**src/design/can_cmc_pkg.sv**
```systemverilog
package can_cmc_pkg;

    // operation codes
    localparam logic [2:0] OP_SET_CTRL  = 3'd0;
    localparam logic [2:0] OP_SET_PDU   = 3'd1;
    localparam logic [2:0] OP_READ      = 3'd2;
    localparam logic [2:0] OP_TX_CHECK  = 3'd3;
    localparam logic [2:0] OP_TXC_CHECK = 3'd4;
    localparam logic [2:0] OP_RX_CHECK  = 3'd5;
    localparam logic [2:0] OP_BUSOFF    = 3'd6;

    // controller requests
    localparam logic [1:0] CREQ_NOP     = 2'd0;
    localparam logic [1:0] CREQ_STARTED = 2'd1;
    localparam logic [1:0] CREQ_STOPPED = 2'd2;
    localparam logic [1:0] CREQ_SLEEP   = 2'd3;

    // controller modes
    localparam logic [1:0] CM_STOPPED = 2'd0;
    localparam logic [1:0] CM_STARTED = 2'd1;
    localparam logic [1:0] CM_SLEEP   = 2'd2;

    // pdu modes
    localparam logic [2:0] PM_OFFLINE       = 3'd0;
    localparam logic [2:0] PM_RX_ONLINE     = 3'd1;
    localparam logic [2:0] PM_TX_ONLINE     = 3'd2;
    localparam logic [2:0] PM_ONLINE        = 3'd3;
    localparam logic [2:0] PM_OFF_ACTIVE    = 3'd4;
    localparam logic [2:0] PM_OFF_ACTIVE_RX = 3'd5;

    // pdu requests
    localparam logic [2:0] PREQ_OFFLINE     = 3'd0;
    localparam logic [2:0] PREQ_RX_OFF      = 3'd1;
    localparam logic [2:0] PREQ_RX_ON       = 3'd2;
    localparam logic [2:0] PREQ_TX_OFF      = 3'd3;
    localparam logic [2:0] PREQ_TX_ON       = 3'd4;
    localparam logic [2:0] PREQ_ONLINE      = 3'd5;
    localparam logic [2:0] PREQ_TX_OFF_ACTV = 3'd6;

    // commands from the controller to the datapath
    typedef struct packed {
        logic load;
        logic exec;
    } cmd_t;

    function automatic logic [2:0] pdu_next(input logic [2:0] cur, input logic [2:0] req);
        logic [2:0] nxt;
        nxt = cur;
        unique case (req)
            PREQ_OFFLINE: nxt = PM_OFFLINE;
            PREQ_RX_OFF:
            begin
                if (cur == PM_RX_ONLINE)          nxt = PM_OFFLINE;
                else if (cur == PM_ONLINE)        nxt = PM_TX_ONLINE;
                else if (cur == PM_OFF_ACTIVE_RX) nxt = PM_OFF_ACTIVE;
            end
            PREQ_RX_ON:
            begin
                if (cur == PM_OFFLINE)         nxt = PM_RX_ONLINE;
                else if (cur == PM_TX_ONLINE)  nxt = PM_ONLINE;
                else if (cur == PM_OFF_ACTIVE) nxt = PM_OFF_ACTIVE_RX;
            end
            PREQ_TX_OFF:
            begin
                if (cur == PM_TX_ONLINE || cur == PM_OFF_ACTIVE)
                    nxt = PM_OFFLINE;
                else if (cur == PM_ONLINE || cur == PM_OFF_ACTIVE_RX)
                    nxt = PM_RX_ONLINE;
            end
            PREQ_TX_ON:
            begin
                if (cur == PM_OFFLINE || cur == PM_OFF_ACTIVE)
                    nxt = PM_TX_ONLINE;
                else if (cur == PM_RX_ONLINE || cur == PM_OFF_ACTIVE_RX)
                    nxt = PM_ONLINE;
            end
            PREQ_ONLINE: nxt = PM_ONLINE;
            PREQ_TX_OFF_ACTV:
            begin
                if (cur == PM_OFFLINE || cur == PM_TX_ONLINE)
                    nxt = PM_OFF_ACTIVE;
                else if (cur == PM_RX_ONLINE || cur == PM_ONLINE)
                    nxt = PM_OFF_ACTIVE_RX;
            end
            default: nxt = cur;
        endcase
        return nxt;
    endfunction

endpackage

```
**src/design/can_cmc_ctrl.sv**
```systemverilog
module can_cmc_ctrl (
    input  logic               clk,
    input  logic               rst_n,
    input  logic               start,
    output logic               busy,
    output can_cmc_pkg::cmd_t  cmd
);

    localparam logic ST_IDLE = 1'b0;
    localparam logic ST_EXEC = 1'b1;

    logic state_reg;
    logic state_next;

    always_comb
    begin
        state_next = state_reg;
        cmd.load   = 1'b0;
        cmd.exec   = 1'b0;
        unique case (state_reg)
            ST_IDLE:
            begin
                if (start)
                begin
                    cmd.load   = 1'b1;
                    state_next = ST_EXEC;
                end
            end
            ST_EXEC:
            begin
                cmd.exec   = 1'b1;
                state_next = ST_IDLE;
            end
            default: state_next = ST_IDLE;
        endcase
    end

    assign busy = (state_reg != ST_IDLE);

    always_ff @(posedge clk or negedge rst_n)
    begin
        if (!rst_n)
            state_reg <= ST_IDLE;
        else
            state_reg <= state_next;
    end

endmodule

```
**src/design/can_cmc_datapath.sv**
```systemverilog
module can_cmc_datapath #(
    parameter int CHANNEL_COUNT = 4
) (
    input  logic               clk,
    input  logic               rst_n,
    input  can_cmc_pkg::cmd_t  cmd,
    input  logic [2:0]         operation,
    input  logic [7:0]         channel,
    input  logic [1:0]         controller_request,
    input  logic [2:0]         pdu_request,
    output logic               done,
    output logic               accepted,
    output logic               allowed,
    output logic [1:0]         controller_mode,
    output logic [2:0]         pdu_mode,
    output logic               error_code
);

    localparam int IDX_W = (CHANNEL_COUNT > 1) ? $clog2(CHANNEL_COUNT) : 1;

    // one word per channel: controller mode above pdu mode
    logic [4:0]       mode_mem_reg [CHANNEL_COUNT];
    logic             valid_reg [CHANNEL_COUNT];

    logic [2:0]       op_reg;
    logic [1:0]       creq_reg;
    logic [2:0]       preq_reg;
    logic [IDX_W-1:0] idx_reg;
    logic             ch_ok_reg;
    logic [4:0]       rd_data_reg;
    logic             rd_valid_reg;

    logic             done_reg;
    logic             accepted_reg;
    logic             allowed_reg;
    logic [1:0]       cm_reg;
    logic [2:0]       pm_reg;
    logic             err_reg;

    logic [IDX_W-1:0] rd_idx;
    logic             ch_ok;
    logic [1:0]       cur_cm;
    logic [2:0]       cur_pm;
    logic [1:0]       cm_next;
    logic [2:0]       pm_next;
    logic             accepted_next;
    logic             allowed_next;

    assign rd_idx = channel[IDX_W-1:0];
    assign ch_ok  = ({1'b0, channel} < 9'(CHANNEL_COUNT));

    // never-written entries read as stopped / offline
    assign cur_cm = rd_valid_reg ? rd_data_reg[4:3] : can_cmc_pkg::CM_STOPPED;
    assign cur_pm = rd_valid_reg ? rd_data_reg[2:0] : can_cmc_pkg::PM_OFFLINE;

    always_comb
    begin
        cm_next       = cur_cm;
        pm_next       = cur_pm;
        accepted_next = 1'b0;
        allowed_next  = 1'b0;
        case (op_reg)
            can_cmc_pkg::OP_SET_CTRL:
            begin
                accepted_next = 1'b1;
                case (creq_reg)
                    can_cmc_pkg::CREQ_STARTED:
                    begin
                        cm_next = can_cmc_pkg::CM_STARTED;
                        pm_next = can_cmc_pkg::PM_ONLINE;
                    end
                    can_cmc_pkg::CREQ_STOPPED:
                    begin
                        cm_next = can_cmc_pkg::CM_STOPPED;
                        pm_next = can_cmc_pkg::PM_OFFLINE;
                    end
                    can_cmc_pkg::CREQ_SLEEP: cm_next = can_cmc_pkg::CM_SLEEP;
                    default: cm_next = cur_cm;
                endcase
            end
            can_cmc_pkg::OP_SET_PDU:
            begin
                if (preq_reg <= can_cmc_pkg::PREQ_TX_OFF_ACTV)
                begin
                    accepted_next = 1'b1;
                    pm_next       = can_cmc_pkg::pdu_next(cur_pm, preq_reg);
                end
            end
            can_cmc_pkg::OP_READ: accepted_next = 1'b1;
            can_cmc_pkg::OP_TX_CHECK:
            begin
                allowed_next  = (cur_cm == can_cmc_pkg::CM_STARTED) &&
                                (cur_pm == can_cmc_pkg::PM_TX_ONLINE ||
                                 cur_pm == can_cmc_pkg::PM_ONLINE);
                accepted_next = allowed_next;
            end
            can_cmc_pkg::OP_TXC_CHECK:
            begin
                accepted_next = 1'b1;
                allowed_next  = (cur_pm == can_cmc_pkg::PM_TX_ONLINE ||
                                 cur_pm == can_cmc_pkg::PM_ONLINE ||
                                 cur_pm == can_cmc_pkg::PM_OFF_ACTIVE ||
                                 cur_pm == can_cmc_pkg::PM_OFF_ACTIVE_RX);
            end
            can_cmc_pkg::OP_RX_CHECK:
            begin
                accepted_next = 1'b1;
                allowed_next  = (cur_pm == can_cmc_pkg::PM_RX_ONLINE ||
                                 cur_pm == can_cmc_pkg::PM_ONLINE ||
                                 cur_pm == can_cmc_pkg::PM_OFF_ACTIVE_RX);
            end
            can_cmc_pkg::OP_BUSOFF:
            begin
                accepted_next = 1'b1;
                cm_next       = can_cmc_pkg::CM_STOPPED;
                pm_next       = can_cmc_pkg::PM_OFFLINE;
            end
            default: accepted_next = 1'b0;
        endcase
    end

    // request capture and store read
    always_ff @(posedge clk)
    begin
        if (cmd.load)
        begin
            op_reg      <= operation;
            creq_reg    <= controller_request;
            preq_reg    <= pdu_request;
            idx_reg     <= rd_idx;
            rd_data_reg <= mode_mem_reg[rd_idx];
        end
        if (cmd.exec && ch_ok_reg)
            mode_mem_reg[idx_reg] <= {cm_next, pm_next};
    end

    always_ff @(posedge clk or negedge rst_n)
    begin
        if (!rst_n)
        begin
            ch_ok_reg    <= 1'b0;
            rd_valid_reg <= 1'b0;
            for (int i = 0; i < CHANNEL_COUNT; i++)
                valid_reg[i] <= 1'b0;
        end
        else
        begin
            if (cmd.load)
            begin
                ch_ok_reg    <= ch_ok;
                rd_valid_reg <= ch_ok && valid_reg[rd_idx];
            end
            if (cmd.exec && ch_ok_reg)
                valid_reg[idx_reg] <= 1'b1;
        end
    end

    // result beat
    always_ff @(posedge clk or negedge rst_n)
    begin
        if (!rst_n)
            done_reg <= 1'b0;
        else
            done_reg <= cmd.exec;
    end

    always_ff @(posedge clk)
    begin
        if (cmd.exec)
        begin
            if (ch_ok_reg)
            begin
                accepted_reg <= accepted_next;
                allowed_reg  <= allowed_next;
                cm_reg       <= cm_next;
                pm_reg       <= pm_next;
                err_reg      <= 1'b0;
            end
            else
            begin
                accepted_reg <= 1'b0;
                allowed_reg  <= 1'b0;
                cm_reg       <= can_cmc_pkg::CM_STOPPED;
                pm_reg       <= can_cmc_pkg::PM_OFFLINE;
                err_reg      <= 1'b1;
            end
        end
    end

    assign done            = done_reg;
    assign accepted        = accepted_reg;
    assign allowed         = allowed_reg;
    assign controller_mode = cm_reg;
    assign pdu_mode        = pm_reg;
    assign error_code      = err_reg;

endmodule

```
**src/design/can_channel_mode_controller_unit.sv**
```systemverilog
// can channel mode controller: per-channel controller mode and pdu mode
// request channel: operation, channel, controller_request, pdu_request are
//   taken as one beat at a rising edge with start high and busy low
// result channel: accepted, allowed, controller_mode, pdu_mode, error_code
//   are shown for exactly one cycle while done is high; the receiver cannot
//   stall, so a result beat is never held back or repeated
// sequence: a request beat taken on the accepting edge is executed on the
//   executing edge, and its result is shown in the cycle after; no new
//   request is taken until it has executed, as the mode store is read on
//   the accepting edge and written back on the executing edge
// busy is high in the single execute cycle; a new request may arrive in the
//   same cycle that the previous result is shown
// a channel number at or above CHANNEL_COUNT returns error_code 1 and
//   changes nothing
// reset: all channels read back stopped and offline at once (per-channel
//   valid bits), no clearing pass is needed
module can_channel_mode_controller_unit #(
    parameter int CHANNEL_COUNT = 4
) (
    input  logic       clk,
    input  logic       rst_n,
    input  logic       start,
    output logic       busy,
    input  logic [2:0] operation,
    input  logic [7:0] channel,
    input  logic [1:0] controller_request,
    input  logic [2:0] pdu_request,
    output logic       done,
    output logic       accepted,
    output logic       allowed,
    output logic [1:0] controller_mode,
    output logic [2:0] pdu_mode,
    output logic       error_code
);

    // load / execute commands from the sequencer
    can_cmc_pkg::cmd_t cmd;

    can_cmc_ctrl u_ctrl (
        .clk   (clk),
        .rst_n (rst_n),
        .start (start),
        .busy  (busy),
        .cmd   (cmd)
    );

    // mode store, transition logic and result registers
    can_cmc_datapath #(
        .CHANNEL_COUNT (CHANNEL_COUNT)
    ) u_datapath (
        .clk                (clk),
        .rst_n              (rst_n),
        .cmd                (cmd),
        .operation          (operation),
        .channel            (channel),
        .controller_request (controller_request),
        .pdu_request        (pdu_request),
        .done               (done),
        .accepted           (accepted),
        .allowed            (allowed),
        .controller_mode    (controller_mode),
        .pdu_mode           (pdu_mode),
        .error_code         (error_code)
    );

endmodule

```
**config.mk**
```make
export PLATFORM = sky130hd
export DESIGN_NAME = can_channel_mode_controller_unit
export DESIGN_NICKNAME = d
export VERILOG_FILES = /design/src/design/can_cmc_pkg.sv /design/src/design/can_cmc_ctrl.sv /design/src/design/can_cmc_datapath.sv /design/src/design/can_channel_mode_controller_unit.sv
export SDC_FILE = /design/constraint.sdc
export NUM_CORES = 1
export LEC_CHECK = 0
export ABC_AREA = 1
export BUFFER_PORTS_ARGS = -buffer_cell sky130_fd_sc_hd__buf_2
export CORE_ASPECT_RATIO = 1.25
export CORE_UTILIZATION = 50
export DETAILED_ROUTE_END_ITERATION = 8
export PLACE_DENSITY = 0.7
export SLEW_MARGIN = 20
export SYNTH_ARGS = -nofsm -noshare
export SYNTH_HDL_FRONTEND = slang
export SYNTH_SLANG_ARGS = --single-unit
```
**constraint.sdc**
```tcl
create_clock -name clk -period 4.1 [get_ports clk]
set_input_delay 0.41 -clock clk [delete_from_list [all_inputs] [get_ports clk]]
set_output_delay 0.41 -clock clk [all_outputs]
set_load 0.03 [all_outputs]
```
==> results of run 1 <==
path summary, 6_finish.rpt:
| path | from | endpoint | slack, ps | cells past startpoint |
|---|---|---|---|---|
| min reg2reg | u_datapath.valid_reg[0]$_DFFE_PN0P_ | u_datapath.valid_reg[0]$_DFFE_PN0P_ | 480 | 1 |
| min in group asynchronous | rst_n | u_ctrl.busy$_DFF_PN0_ | 460 | 2 |
| min | pdu_request[0] | u_datapath.preq_reg[0]$_DFFE_PP_ | 270 | 1 |
| max reg2reg | u_ctrl.busy$_DFF_PN0_ | u_datapath.mode_mem_reg[3][2]$_DFFE_PP_ | 2300 | 2 |
| max | u_ctrl.busy$_DFF_PN0_ | u_datapath.mode_mem_reg[3][2]$_DFFE_PP_ | 2300 | 2 |
| max in group asynchronous | rst_n | u_datapath.ch_ok_reg$_DFFE_PN0P_ | 3480 | 2 |
power by group:
group	internal (mW)	switching, mW
logic	0.0293	0.0549
clock network	0.184	0.168
registers	0.583	0.0142
total	0.796	0.237
final cells by class:
type,count,area [um^2],area share [%]
timing repair buffer,30,158,6.04
tap,58,72.6,2.78
sequential,51,1490,57.1
multi-input combinational,131,671,25.7
clock inverter,3,46.3,1.77
clock buffer,5,68.8,2.64
inverter,27,103,3.93
synth_stat cells, types with 2 or more instances:
cell type / number / share of area, %
inv_2: 6 / 0.99
inv_1: 19 / 3.1
edfxtp_1: 43 / 57
o22ai_1: 5 / 1.4
nand3_1: 6 / 1.3
nor2_1: 24 / 3.9
or2_2: 3 / 0.82
nand2_1: 38 / 6.2
o211ai_1: 2 / 0.66
o31ai_1: 2 / 0.66
dfrtp_1: 8 / 8.8
o21ai_0: 21 / 4.6
a21oi_1: 6 / 1.3
nand2_2: 4 / 1.1
a211oi_1: 2 / 0.66
clkbuf_1: 2 / 0.33
ha_1: 3 / 1.6
nand3_2: 3 / 1.3
nor3_1: 4 / 0.88
critical path: cells and delay by family, from the launching register on:
family	cells	cell delay, ps
simple gates	2	820
flops	1	610
through the flow:
step | setup WS (ps) | area [um^2]
after CTS | 2250 | 2610
after floorplan | 2260 | 2280
after global routing | 2090 | 2610
after detailed placement | 2260 | 2480
final | 2300 | 2610
after global placement | 2370 | 2480
metal layers:
layer | GRT usage, % | routed length, um
met1 | 22.6 | 1690
met2 | 32.5 | 2210
met3 | 4.41 | 126
met4 | 14.0 | 186
met5 | 0 | 0
cells by family after synthesis:
group                    share of synthesized area (%)
buffers and inverters                             5.31
AO/OA/AOI/OAI                                     10.0
flip-flops                                        65.3
AND/OR/NAND/NOR                                   17.7
adder cells (fa/ha/maj)                           1.64
==> out/qor.csv, run 1 <==
stage,metric,value,unit
sta,Final setup viols,0,
clock_tree,clock-pin slew on the worst setup and hold paths,100,ps
sta,Slew Limit Fails,0,
setup_path,maximum fanout along the worst path,13,
setup_path,Startpoint Class,flop,
die,starting density of the core,52.0,%
finish,Ant. Diodes,0,
flow_run,Max Cap Violations,0,
sta,clk_skew,9.05,ps
yosys,post-synthesis area per instance,10.8,um^2
power_and_ir_drop,VDD IR max,0.288,mV
clock_tree,worst skew pair latency,310,ps
global_route,largest net degree at the start of global routing,18,
finish,fillers,393,
sta,final period utilization,43.8,%
sta,Hold Slack,271,ps
clock_tree,H-tree Lvls,2,
route,Total Wirelength,4220,um
yosys,ys async rst share,15.7,%
placed_design,Routability Congestion,0.891,
power_and_ir_drop,Pwr Total,1.03,mW
finish,fin cells,305,
route,Initial DRC Count,64,
sta,Final Hold Violating Endpoints,0,
placed_design,Inst Count DP,296,
clock_tree,CTS tree,yes,
yosys,syn nets,234,
sta,RSZ-0062 raised after global routing,false,
min_path,HP Class,in2reg,
yosys,Yosys warning total,0,
setup_path,Critical Path Slowest Stage Cell,dfrtp_1,
global_route,initial antenna violation count,0,
finish,"commonest cells after routing, fill and taps aside","edfxtp_1 (43), nand2_1 (38), buf_2 (28)",
finish,layout cells sized above 1,23.5,%
clock_tree,CTS Buf Count,5,
setup_path,Crit Path Class,reg2reg,
power_and_ir_drop,PD cells,396,nW/um^2
yosys,leading register cell type out of synthesis,edfxtp_1,
die,Die H,77.6,um
placed_design,I/O Buffers,28,
finish,"commonest non-fill, non-tap cell in the layout",edfxtp_1,
die,DIE AREA,4840,um^2
outcome,status,"finished, final reports clean",
power_and_ir_drop,Static Leak,1.11,nW
die,Ports,29,
setup_path,WP data arrival,1740,ps
yosys,Netlist Area Pre-Place,2280,um^2
route,Avg WL per Cell,13.8,um
yosys,post-synth cell types,30,
yosys,"FF+latch count, synth",51,
yosys,number of flops mapped to enable cells by yosys,43,
route,via count,1551,
sta,Worst Tran Pin Value,733,ps
die,row count,27,
route,DR pass1 iterations,4,
finish,Area Overhead vs Synth,14.3,%
global_route,grt total ovfl,0,
finish,net count of the finished layout,268,
route,Via density,5.09,
finish,post-layout util,59.4,%
setup_path,CP Capture Type,flop,
setup_path,Worst EP required,4040,ps
sta,Sum Neg Setup Slack,0,ps
placed_design,Final HPWL DP,3260,um
clock_tree,postcts setup bufs,0,
yosys,Post-Syn Instances,212,
setup_path,CP cell instances,"nand2_1, nor3_1",
finish,max reg flops,20,
global_route,vias in the first global route,1541,
sta,Slew headroom,50.8,%
global_route,GRT Util Overall,19.7,%
clock_tree,post-CTS sizing,0,
yosys,register area share after synthesis,65.3,%
sta,Fmax,557,MHz
clock_tree,CTS sink cnt,51,
clock_tree,hold_buf cts,1,
clock_tree,Root Buffer,clkbuf_8,
die,core area,4390,um^2
global_route,first-pass GRT wire length,7040,um
sta,fin crit period,1800,ps
route,DRC,0,
route,Final ANT Viol Nets,0,
setup_path,crit-path max cell delay,610,ps
die,die width,62.4,um
clock_tree,clock buffer depth,2,
Power figures use the tool's default switching activity.
==> run 2, diff against run 1 <==
Clock period 4.1 ns to 1.7 ns, I/O delays scaled along.
==> out/qor.csv, run 2 (synthesis results as in run 1) <==
stage,metric,value,unit
min_path,HP Class,in2reg,
route,met1 wire length,1740,um
route,via count,1615,
setup_path,reg2reg path depth,7,
finish,max reg flops,20,
route,Total Wirelength,4180,um
sta,Worst Tran Pin Value,361,ps
finish,Area Overhead vs Synth,17.4,%
die,row count,27,
finish,"commonest cells after routing, fill and taps aside","edfxtp_1 (43), nand2_1 (38), buf_2 (28)",
clock_tree,worst skew pair latency,290,ps
setup_path,largest delay contributor family on the critical path,simple AND/OR/NAND/NOR gates,
setup_path,crit-path max cell delay,390,ps
global_route,vias in the first global route,1610,
route,met3 routed WL,163,um
finish,Ant. Diodes,0,
route,DRC,0,
placed_design,Final HPWL DP,3140,um
global_route,first-pass GRT wire length,7060,um
setup_path,WP data arrival,1620,ps
clock_tree,CTS tree,yes,
sta,final period utilization,91.8,%
global_route,largest net degree at the start of global routing,17,
finish,"commonest non-fill, non-tap cell in the layout",edfxtp_1,
setup_path,worst reg2reg path startpoint,u_datapath.creq_reg[0]$_DFFE_PP_,
setup_path,Startpoint Class,flop,
route,max layer used,met4,
sta,Fmax,641,MHz
setup_path,CP cell instances,"inv_1, ha_1, inv_1, nor2_1, a211o_1, nand3_2, and2_1",
global_route,grt total ovfl,0,
setup_path,Critical Path Slowest Stage Cell,edfxtp_1,
placed_design,I/O Buffers,28,
setup_path,maximum fanout along the worst path,5,
sta,clk_skew,5.66,ps
global_route,GRT Util Overall,19.4,%
setup_path,CP most frequent cell,inv_1,
clock_tree,CTS Buf Count,5,
finish,multi-input logic area,673,um^2
route,Initial DRC Count,109,
power_and_ir_drop,Static Leak,1.15,nW
sta,RSZ-0062 raised after global routing,false,
setup_path,R2R Path End,u_datapath.pdu_mode[1]$_SDFFCE_PN0P_,
sta,Sum Neg Setup Slack,0,ps
placed_design,Routability Congestion,0.852,
finish,fillers,369,
sta,Slew Limit Fails,0,
die,die width,62.4,um
sta,Slew headroom,75.9,%
die,Ports,29,
route,WL met2,2210,um
setup_path,CP Capture Type,flop,
min_path,hold path cells,1,
route,DR pass1 iterations,4,
sta,fin crit period,1560,ps
finish,register area,1490,um^2
finish,layout cells sized above 1,26.1,%
sta,Final setup viols,0,
setup_path,"Buf+Inv Stages, Crit Path",2,
die,core area,4390,um^2
power_and_ir_drop,VDD IR max,0.726,mV
finish,net count of the finished layout,274,
clock_tree,clock buffer depth,2,
route,Via density,5.19,
setup_path,"reg-to-reg slack, setup",140,ps
die,Die H,77.6,um
power_and_ir_drop,PD cells,971,nW/um^2
clock_tree,Root Buffer,clkbuf_8,
die,DIE AREA,4840,um^2
clock_tree,clock-pin slew on the worst setup and hold paths,90,ps
route,Avg WL per Cell,13.4,um
clock_tree,H-tree Lvls,2,
die,starting density of the core,52.0,%
sta,Final Hold Violating Endpoints,0,
setup_path,Worst EP required,1760,ps
global_route,initial antenna violation count,0,
sta,Hold Slack,42.9,ps
clock_tree,CTS sink cnt,51,
route,Final ANT Viol Nets,0,
min_path,Min-Delay Endpoint,u_datapath.op_reg[1]$_DFFE_PP_,
flow_run,Max Cap Violations,0,
min_path,Worst Min Path Start,operation[1],
outcome,status,"finished, final reports clean",
setup_path,Crit Path Class,reg2reg,
[run 2: cell count changes in the layout (fill, tap and decap cells not counted), sizes merged]
cell and change:
buf +6, bufinv +1, inv -1
[run 2: power by group]
group          switching (mW)  internal (mW)
sequential             0.0307           1.41
combinational           0.136         0.0752
clock                   0.370          0.586
[run 2: routing by layer]
layer  GRT usage (%)  vias to the layer above
met5               0                        -
met4            10.0                        0
met3            4.71                        6
met2            35.4                       41
met1            20.3                      762
li1                -                      806
[run 2: worst reg2reg max path, cell delays in order, from the launching register on]
cell	delay [ps]
edfxtp_1	390
inv_1	50
ha_1	290
inv_1	60
nor2_1	120
a211o_1	140
nand3_2	120
and2_1	160
[run 2: worst max path at each step]
stage	startpoint	to	cells after the start
after CTS	u_datapath.creq_reg[0]$_DFFE_PP_	u_datapath.pdu_mode[1]$_SDFFCE_PN0P_	7
after detailed placement	u_datapath.creq_reg[0]$_DFFE_PP_	u_datapath.pdu_mode[1]$_SDFFCE_PN0P_	7
after global placement	u_datapath.creq_reg[0]$_DFFE_PP_	u_datapath.pdu_mode[1]$_SDFFCE_PN0P_	7
after global routing	u_datapath.creq_reg[0]$_DFFE_PP_	u_datapath.mode_mem_reg[1][0]$_DFFE_PP_	9
final	u_datapath.creq_reg[0]$_DFFE_PP_	u_datapath.pdu_mode[1]$_SDFFCE_PN0P_	7
after floorplan	u_ctrl.busy$_DFF_PN0_	u_datapath.mode_mem_reg[3][0]$_DFFE_PP_	2
[run 2: cell type report]
type,count,area share [%]
clock buffer,5,2.57
clock inverter,3,2.52
inverter,27,3.83
multi-input combinational,131,25.1
sequential,51,55.7
tap,58,2.71
timing repair buffer,36,7.56
[run 2: what timing repair did]
action / in CTS / in global routing
gates resized for setup: 0 / 0
buffers inserted: 0 / 0
hold endpoints to repair: 8 / 0
hold buffers: 1 / 0
[run 2: through the flow]
stage	total power [mW]	utilization (%)	cells	area [um^2]	setup slack (ps)
floorplan	1.59	-	212	2290	161
global placement	1.67	57.7	302	2530	167
detailed placement	1.67	57.7	302	2530	130
CTS	2.62	61.0	311	2680	129
global route	2.70	61.0	311	2680	28.9
finish	2.60	61.0	311	2680	139
